## src/design/s128_pkg.sv

```systemverilog
// Shared definitions for the 128-bit signed ALU: command codes and the
// controller/datapath command and status structs. No dependencies.
package s128_pkg;

    localparam int W = 128;
    localparam int HW = 64;
    localparam int CNT_W = 7;

    typedef enum logic [3:0] {
        CMD_ADD = 4'd0,
        CMD_SUB = 4'd1,
        CMD_MUL = 4'd2,
        CMD_DIV = 4'd3,
        CMD_MOD = 4'd4,
        CMD_NEG = 4'd5,
        CMD_ABS = 4'd6,
        CMD_CMP = 4'd7,
        CMD_SGN = 4'd8
    } t_cmd;

    // datapath operations issued by the controller
    typedef enum logic [2:0] {
        OP_IDLE   = 3'd0,
        OP_LOAD   = 3'd1,
        OP_SIMPLE = 3'd2,
        OP_MUL    = 3'd3,
        OP_DSTEP  = 3'd4,
        OP_DFIX   = 3'd5
    } t_op;

    typedef struct packed {
        t_op op;
    } t_ctl;

    typedef struct packed {
        logic is_mul;
        logic is_div;
        logic div_zero;
        logic step_last;
        logic mul_last;
    } t_sts;

endpackage

```

## src/design/s128_ctrl.sv

```systemverilog
// Controller state machine: sequences load, simple ops, multiply, divide steps,
// divide fix-up and output handoff. Uses s128_pkg.
module s128_ctrl import s128_pkg::*; (
    input  logic i_clk,
    input  logic i_rst_n,
    input  logic i_valid,
    input  logic i_out_stall,
    input  t_sts i_sts,
    output t_ctl o_ctl,
    output logic o_stall,
    output logic o_valid
);

    typedef enum logic [2:0] {
        S_IDLE, S_DISP, S_MUL, S_DIV, S_FIX, S_OUT
    } t_state;

    t_state r_state, n_state;
    logic   r_valid;

    always_comb begin
        n_state  = r_state;
        o_ctl.op = OP_IDLE;
        unique case (r_state)
            S_IDLE: if (i_valid) begin
                o_ctl.op = OP_LOAD;
                n_state  = S_DISP;
            end
            S_DISP: begin
                if (i_sts.is_mul) n_state = S_MUL;
                else if (i_sts.is_div) n_state = i_sts.div_zero ? S_FIX : S_DIV;
                else begin
                    o_ctl.op = OP_SIMPLE;
                    n_state  = S_OUT;
                end
            end
            S_MUL: begin
                o_ctl.op = OP_MUL;
                if (i_sts.mul_last) n_state = S_OUT;
            end
            S_DIV: begin
                o_ctl.op = OP_DSTEP;
                if (i_sts.step_last) n_state = S_FIX;
            end
            S_FIX: begin
                o_ctl.op = OP_DFIX;
                n_state  = S_OUT;
            end
            S_OUT: if (!i_out_stall) n_state = S_IDLE;
            default: n_state = S_IDLE;
        endcase
    end

    always_ff @(posedge i_clk) begin
        if (!i_rst_n) begin
            r_state <= S_IDLE;
            r_valid <= 1'b0;
        end else begin
            r_state <= n_state;
            r_valid <= (n_state == S_OUT);
        end
    end

    assign o_stall = (r_state != S_IDLE);
    assign o_valid = r_valid;

    a_valid_out: assert property (@(posedge i_clk) disable iff (!i_rst_n)
        o_valid |-> r_state == S_OUT) else $error("valid outside output state");
    a_hold: assert property (@(posedge i_clk) disable iff (!i_rst_n)
        (o_valid && i_out_stall) |=> o_valid) else $error("result dropped");
    a_accept: assert property (@(posedge i_clk) disable iff (!i_rst_n)
        (i_valid && !o_stall) |=> r_state == S_DISP) else $error("accept lost");

endmodule

```

## config.mk

```make
export PLATFORM = sky130hd
export DESIGN_NAME = s128_ctrl
export DESIGN_NICKNAME = d
export VERILOG_FILES = /design/src/design/s128_pkg.sv /design/src/design/s128_ctrl.sv
export SDC_FILE = /design/constraint.sdc
export NUM_CORES = 1
export LEC_CHECK = 0
export BUFFER_PORTS_ARGS = -buffer_cell sky130_fd_sc_hd__buf_2
export CAP_MARGIN = 25
export CORE_AREA = 10 10 47 49
export CTS_BUF_LIST = sky130_fd_sc_hd__clkbuf_4
export DETAILED_ROUTE_END_ITERATION = 10
export DIE_AREA = 0 0 57 59
export GPL_ROUTABILITY_DRIVEN = 0
export HOLD_SLACK_MARGIN = 0.06
export PLACE_DENSITY = 0.45
export SLEW_MARGIN = 0
export SYNTH_ARGS = -nofsm -noshare
export SYNTH_HDL_FRONTEND = slang
export SYNTH_SLANG_ARGS = --single-unit
```

## constraint.sdc

```tcl
create_clock -name i_clk -period 3.05 [get_ports i_clk]
set_input_delay 0.1525 -clock i_clk [delete_from_list [all_inputs] [get_ports i_clk]]
set_output_delay 0.1525 -clock i_clk [all_outputs]
set_load 0.05 [all_outputs]
```

==> impl_metrics.yaml, run 1 <==
layout:
  final_cell_mix: "buf_2 (13), nor2_1 (5), dfxtp_1 (4)"
  instances_no_fill: 68
  mostFrequentLayoutCell: "buf_2"
  design_area_um2: 382
  final_layout_size_suffix_gt1_share_pct: 34.6
  areaGrowthSynthToFinish_pct: 25.5
  fillers: 168
  antenna_cells: 0
  nets: 63
sta:
  final.setup.tns_ps: 0
  slew_viol_final: 0
  grt_setup_unrepaired: "no"
  worstMarginPinSlew_ps: 356
  max_slew_margin_pct: 76.2
  max_freq_mhz: 659
  period_minus_slack_ps: 1520
  finClkSkew_ps: 1.17
  finalSetupViolations: 0
  hold_viol_final: 0
  period_share_pct: 49.8
die:
  start_util_pct: 21.7
  die_h_um: 59
  pin_count: 14
  die_x_um: 57
  rows: 14
  die_area_um2: 3360
  core_area_um2: 1400
place:
  placed_cell_area_um2: 359
  dp_cells: 65
  dp_hpwl_um: 629
  portBuffers: 13
synth:
  synth.largest_area_cell: "dfxtp_1"
  synth_warnings: 0
  synth_top_family_by_area: "simple AND/OR/NAND/NOR gates"
  ys_seq_elements: 4
  syn_inst: 39
  ys_types: 23
  yosys-top-cells-area: "dfxtp_1 (26%), buf_6 (7.4%), nand2b_1 (6.2%)"
  synth_fp_nets: 48
  synth_fa_ha_area_share_pct: 0
  synth_xor_area_share_pct: 0
  synth-compound-area-share_pct: 28.4
  yosys.area_share.simple_pct: 32.9
  synth.avg_cell_area_um2: 7.80
  synth.mux.area_fraction_pct: 0
  synth-seq-area-share_pct: 26.3
  synth_top_area_share_pct: 26.3
  syn-cell-area_um2: 304
setup_path:
  slowest_delay_ps: 510
  path_delay_family: "flip-flops"
  critPathRequiredTime_ps: 2900
  cp-start-kind: "register"
  cp_max_fo: 11
  endpoint_kind: "output pin"
  critPathLaunch: "r_state[2]$_SDFF_PN0_"
  cp_data_arrival_time_ps: 1370
  crit_buf_inv: 1
  cp_cell_sequence: "nor3_1, a211oi_1, buf_2"
  reg2reg_from: "r_state[1]$_SDFF_PN0_"
  slowest_stage: "dfxtp_1"
  critPathKind: "register to output pin"
cts:
  cts_tree: "built"
  cts_buffers: 3
  holdBufCountCts: 0
  cts_setup_buffers: 0
  cts_root_buf: "clkbuf_4"
  h-tree-depth: 1
  clkSinkCount: 4
  worstSkewPairLatency_ps: 230
  clockBufferDepth: 2
  clkTransAtPathRegs_ps: 40
  ctsResizeCount: 0
detailed_routing:
  wirelength_um: 783
  ant_nets: 0
  drc: 0
  drt-wirelength-per-cell_um: 11.5
  vias_per_cell: 4.49
  num_vias: 305
  drt-initial-drc-count: 1
  dr.pass1.iters: 2
global_route:
  grt_usage_pct: 4.87
  grt_pass1_wl_mm: 1.34
  grt_antenna_before_repair: 0
  grt-ovfl-total: 0
  grt_max_degree: 12
  grt_pass1_vias: 334
job:
  max_cap_viol_count: 0
status:
  outcome: "finished, final reports clean"
worst_hold_path:
  hp-class: "input pin to register"
  hp-start: "i_rst_n"
power_and_ir_drop:
  power_density_nw_per_um2: 857
  ir_drop_v: 0.000239
  p_leak_nw: 0.165
metrics by stage:
stage	total power, mW	hold WS [ps]	utilization, %	worst slack (ps)
global route	0.353	230	27.2	1400
floorplan	0.243	324	-	1210
CTS	0.334	197	27.2	1510
finish	0.327	208	27.2	1530
detailed placement	0.266	443	25.6	1610
global placement	0.266	441	25.6	1660
power by group:
group | internal, mW | total [mW] | switching, mW | leakage (nW)
clock | 0.0439 | 0.0645 | 0.0206 | 0.0138
sequential | 0.0640 | 0.0900 | 0.0260 | 0.0328
combinational | 0.0568 | 0.172 | 0.116 | 0.119
state kept, by name, indices dropped and copies added, names as in the netlist:
name,cells
r_state,3
o_valid,1
synth_stat cells:
cell type  number
nand2b_1        3
o21a_1          1
nor3_1          2
nand2b_4        1
or2_1           1
dfxtp_1         4
a31o_1          1
nor4bb_1        1
inv_1           2
a21o_1          1
buf_4           1
nor2_1          5
buf_6           2
a211o_1         1
a31oi_1         1
o21ai_0         1
a211oi_1        1
a21oi_1         3
a22oi_1         1
or3_1           1
a211oi_2        1
nand3_1         1
nand2_1         3
path summary, 6_finish.rpt:
check / slack, ps / cells past startpoint / end
worst max-delay path: 1530 / 3 / o_ctl[0]
worst min-delay path: 210 / 3 / r_state[2]$_SDFF_PN0_
worst max register to register: 1600 / 4 / o_valid$_SDFF_PN0_
worst min register to register: 640 / 1 / r_state[1]$_SDFF_PN0_
metal layers:
layer	GRT usage, %	routed length [µm]	vias to the layer above
li1	-	-	162
met1	5.67	383	131
met2	7.44	360	10
met3	1.72	35	2
met4	3.02	4	0
met5	0	0	-
kinds of logic (layout without fill, tap and decap cells):
kind of cell    after synthesis  in the layout
compound gates               12             12
flops                         4              4
buf+inv                       5             18
simple gates                 18             18
layout make-up:
type	instances	area (µm²)	share of cell area, %
multi-input combinational	30	186	48.9
sequential	4	80.1	21.0
timing repair buffer	13	65.1	17.0
clock buffer	3	22.5	5.90
tap	16	20.0	5.25
inverter	2	7.51	1.97
worst register-to-register path, delay by kind of cell, from the launching register on:
family / cells / cell delay, ps
flops: 1 / 500
compound gates: 3 / 560
simple gates: 1 / 310
(Power assumes the default switching activity.)
==> inputs of run 2 (changes only) <==
- ABC_AREA: default -> 1
- PLACE_DENSITY: 0.45 -> 0.42
- clock period: 3.05 -> 1.4 ns (I/O delays scaled with it)
==> run 2 against run 1 <==
Net effect: largest cell class unchanged; worst hold slack lost 27 ps; wire length is 3.4% higher; total power grew 88%; register-to-register slack worse by 1300 ps; synthesized area down 13%; non-clock buffer count grew 3; die area stayed put.
==> impl_metrics.yaml, run 2 <==
detailed_routing:
  wirelength_um: 810
  ant_nets: 0
  num_vias: 334
  dr.pass1.iters: 4
  drc: 0
  drt-wirelength-per-cell_um: 10.1
  drt-initial-drc-count: 4
  vias_per_cell: 4.18
global_route:
  grt_pass1_vias: 357
  grt_max_degree: 8
  grt_usage_pct: 4.95
  grt_pass1_wl_mm: 1.29
  grt-ovfl-total: 0
  grt_antenna_before_repair: 0
die:
  die_x_um: 57
  die_area_um2: 3360
  rows: 14
  start_util_pct: 18.9
  pin_count: 14
  core_area_um2: 1400
  die_h_um: 59
setup_path:
  critPathRequiredTime_ps: 1330
  slowest_delay_ps: 370
  slowest_stage: "dfxtp_2"
  cp_cell_sequence: "nand2_2, nor2_4, inv_2, o31ai_4, buf_6"
  critPathLaunch: "r_state[0]$_SDFF_PN0_"
  cp_data_arrival_time_ps: 1280
  cp_max_fo: 6
  reg2reg_from: "r_state[1]$_SDFF_PN0_"
  critPathKind: "register to output pin"
  rr_worst_depth: 8
  cp-start-kind: "register"
  endpoint_kind: "output pin"
status:
  outcome: "finished, final reports clean"
layout:
  nets: 75
  antenna_cells: 0
  fillers: 173
  final_cell_mix: "buf_2 (11), nand2_1 (10), nor2_1 (8)"
  design_area_um2: 433
  top_register: "r_state"
  mostFrequentLayoutCell: "buf_2"
  areaGrowthSynthToFinish_pct: 63.2
  largest_reg_flops: 3
  final_layout_size_suffix_gt1_share_pct: 43.8
synth:
  synth_top_area_share_pct: 30.2
  syn-cell-area_um2: 265
  ys_seq_elements: 4
  yosysMostFrequentCell: "nand2_1"
  synth.avg_cell_area_um2: 5.89
  synth_xor_area_share_pct: 0
  synth-seq-area-share_pct: 30.2
  ys_async_sr_fraction_pct: 0
  ys_types: 12
  synth.largest_area_cell: "dfxtp_1"
  synth_top_family_by_area: "simple AND/OR/NAND/NOR gates"
  synth_fp_nets: 54
  yosys.area_share.simple_pct: 43.4
  synth_warnings: 0
  yosys-top-cells-area: "dfxtp_1 (30%), nand2_1 (16%), nor2_1 (11%)"
  synthTopCellsByCount: "nand2_1 (11), nor2_1 (8), inv_1 (7)"
  synth_flop_cell: "dfxtp_1"
  synth_fa_ha_area_share_pct: 0
  synth_edf_count: 0
  synth-compound-area-share_pct: 15.1
  synth.mux.area_fraction_pct: 0
  syn_inst: 45
sta:
  finClkSkew_ps: 2.01
  whs_ps: 181
  max_freq_mhz: 740
  worstMarginPinSlew_ps: 259
  hold_viol_final: 0
  period_share_pct: 96.5
  slew_viol_final: 0
  grt_setup_unrepaired: "yes"
  max_slew_margin_pct: 82.9
  period_minus_slack_ps: 1350
  finalSetupViolations: 0
cts:
  clockBufferDepth: 2
  clkTransAtPathRegs_ps: 40
  cts_root_buf: "clkbuf_4"
  worstSkewPairLatency_ps: 230
  clkSinkCount: 4
  cts_buffers: 3
  cts_tree: "built"
  h-tree-depth: 1
job:
  max_cap_viol_count: 0
worst_hold_path:
  hp-start: "i_sts[0]"
  hold_path_depth: 4
  hp-class: "input pin to register"
power_and_ir_drop:
  p_leak_nw: 0.234
  ir_drop_v: 0.000521
  power_density_nw_per_um2: 1420
place:
  placed_cell_area_um2: 364
  portBuffers: 13
  dp_hpwl_um: 645
## run 2: cell types whose count changed after synthesis, moves of 2 or more
cell	delta
nor3_1	-2
nand2b_1	-3
o21ai_2	+2
nor2_2	+2
nor2_1	+3
nand2_1	+8
inv_1	+5
nand3_1	+4
buf_6	-2
## run 2: final timing paths
| kind | endpoint | slack, ps |
|---|---|---|
| worst max-delay path | o_ctl[1] | 50 |
| worst min-delay path | r_state[1]$_SDFF_PN0_ | 180 |
| worst max register to register | o_valid$_SDFF_PN0_ | 320 |
| worst min register to register | r_state[2]$_SDFF_PN0_ | 700 |
## run 2: cell type report
| class | count | area (µm²) | area share, % |
|---|---|---|---|
| Sequential cell | 4 | 85.1 | 19.7 |
| Timing Repair Buffer | 16 | 98.8 | 22.8 |
| Inverter | 8 | 30.0 | 6.94 |
| Clock buffer | 3 | 22.5 | 5.20 |
| Tap cell | 16 | 20.0 | 4.62 |
| Multi-Input combinational cell | 33 | 176 | 40.8 |
## run 2: kinds of logic after synthesis
logic type / count (synthesis)
flops: 4
compound gates: 6
simple gates: 27
buf+inv: 8
## run 2: metrics by stage
step | TNS [ps] | power [mW] | instances | worst slack [ps] | utilization (%)
3_5_place_dp | 0 | 0.436 | 74 | 183 | 26.0
3_3_place_gp | 0 | 0.439 | 74 | 207 | 26.0
5_1_grt | -42.7 | 0.662 | 80 | -42.7 | 30.9
4_1_cts | 0 | 0.594 | 78 | 15.0 | 28.7
6_report | 0 | 0.615 | 80 | 48.8 | 30.9
2_1_floorplan | 0 | 0.369 | 45 | 210 | -
## run 2: worst max-delay path, delay by kind of cell, from the launching register on
family	cells	cell delay, ps
AO/OA/AOI/OAI	1	210
buffers and inverters	2	240
flip-flops	1	370
AND/OR/NAND/NOR	2	220
## run 2: report_power, final
group | internal [mW] | switching (mW)
Combinational | 0.103 | 0.217
Clock | 0.0957 | 0.0444
Sequential | 0.133 | 0.0223
## run 2: repair_timing
action | in CTS | in global routing
hold buffers | 1 | 0
setup endpoints to repair | 1 | 1
gates resized for setup | 2 | 7
hold endpoints to repair | 1 | 0
pin swaps | 0 | 2
buffers inserted | 0 | 2
## run 2: routing by layer
layer / wire [µm] / track usage, % / vias to the layer above
met5: 0 / 0 / -
met4: 5 / 5.03 / 0
met3: 23 / 1.93 / 2
met2: 444 / 8.06 / 6
met1: 337 / 4.59 / 144
li1: - / - / 182
==> inputs of run 3 (changes only) <==
- PLACE_DENSITY: 0.42 -> 0.43
- SKIP_CTS_REPAIR_TIMING: default -> 1
- clock period: 1.4 -> 1.15 ns (I/O delays scaled with it)
==> run 3 against run 2 <==
Net effect: the run now ends with negative setup slack left; clock-buffer cell count unchanged; sequential power up 23%; first-iteration DRC count down 25%; worst hold slack worse by 130 ps; wire length up 0.25%; critical path depth up 1; design area up 10%; non-clock buffer count unchanged; via count up 3.0%; combinational power up 46%; critical path type unchanged.
==> impl_metrics.yaml, run 3 (same netlist as run 2, synthesis figures left out) <==
detailed_routing:
  num_vias: 344
  ant_nets: 0
  drc: 0
  vias_per_cell: 4.30
  dr.pass1.iters: 3
  drt-initial-drc-count: 3
  wirelength_um: 812
  drt-wirelength-per-cell_um: 10.2
power_and_ir_drop:
  p_leak_nw: 0.247
  ir_drop_v: 0.000596
  p_total_mw: 0.823
  power_density_nw_per_um2: 1730
cts:
  h-tree-depth: 1
  clockBufferDepth: 2
  clkSinkCount: 4
  clkTransAtPathRegs_ps: 40
  cts_root_buf: "clkbuf_4"
  worstSkewPairLatency_ps: 230
  cts_buffers: 3
  cts_tree: "built"
sta:
  finalSetupViolations: 3
  grt_setup_unrepaired: "yes"
  period_share_pct: 110
  finClkSkew_ps: 2.83
  slew_viol_final: 0
  worstMarginPinSlew_ps: 254
  max_slew_margin_pct: 83.2
  fin_ws_ps: -114
  period_minus_slack_ps: 1260
  max_freq_mhz: 791
  hold_viol_final: 0
setup_path:
  critPathRequiredTime_ps: 1090
  cp_max_fo: 6
  cp_data_arrival_time_ps: 1210
  endpoint_kind: "output pin"
  cp-start-kind: "register"
  critPathKind: "register to output pin"
place:
  dp_hpwl_um: 670
  portBuffers: 13
  placed_cell_area_um2: 379
global_route:
  grt_max_degree: 7
  grt_pass1_vias: 320
  grt_pass1_wl_mm: 1.25
  grt-ovfl-total: 0
  grt_usage_pct: 4.92
  grt_antenna_before_repair: 0
layout:
  fin_util_pct: 34.0
  nets: 75
  areaGrowthSynthToFinish_pct: 79.7
  antenna_cells: 0
  final_cell_mix: "buf_2 (9), nand2_1 (7), nor2_1 (6)"
  largest_reg_flops: 3
  mostFrequentLayoutCell: "buf_2"
  fillers: 166
  top_register: "r_state"
  design_area_um2: 477
  final_layout_size_suffix_gt1_share_pct: 56.3
die:
  rows: 14
  die_area_um2: 3360
  die_x_um: 57
  start_util_pct: 18.9
  pin_count: 14
  core_area_um2: 1400
  die_h_um: 59
worst_hold_path:
  hp-class: "input pin to register"
job:
  max_cap_viol_count: 0
status:
  violations: "negative setup slack"
  outcome: "finished, violations left"
run 3: routing by layer:
layer	global-route usage, %	part of all wire [%]	wire length [µm]	vias up
li1	-	-	-	181
met1	4.73	39	318	155
met2	7.44	55	448	6
met3	2.36	4.7	38	2
met4	5.03	0.86	7	0
met5	0	0	0	-
run 3: layout make-up:
cell class,count,area (µm²),area share (%)
Inverter,8,30.0,6.30
Clock buffer,3,22.5,4.72
Tap cell,16,20.0,4.20
Multi-Input combinational cell,33,194,40.7
Sequential cell,4,86.3,18.1
Timing Repair Buffer,16,124,26.0
run 3: where the power goes:
part / internal, mW / switching [mW]
logic: 0.177 / 0.288
registers: 0.163 / 0.0267
clock network: 0.116 / 0.0523
total: 0.457 / 0.367
run 3: worst paths after layout:
kind / to / start / cells past startpoint / slack, ps
worst min register to register: r_state[0]$_SDFF_PN0_ / r_state[0]$_SDFF_PN0_ / 5 / 680
worst min-delay path: r_state[0]$_SDFF_PN0_ / i_rst_n / 3 / 50
worst max register to register: r_state[1]$_SDFF_PN0_ / r_state[0]$_SDFF_PN0_ / 6 / 150
worst max-delay path: o_ctl[1] / r_state[1]$_SDFF_PN0_ / 6 / -110
run 3: critical path, cell delays in order, from the launching register on:
cell and delay, ps:
dfxtp_4 360, inv_2 50, nand2_2 50, nor2_4 100, inv_2 60, o31ai_4 170, buf_6 190
run 3: per-stage QoR:
step	setup slack [ps]	std cells	hold slack [ps]	TNS [ps]
finish	-114	80	47.4	-188
global route	-161	80	63.1	-372
CTS	-271	79	40.0	-798
detailed placement	-16.2	76	285	-16.2
global placement	-20.7	76	282	-20.7
floorplan	-27.8	45	160	-27.8
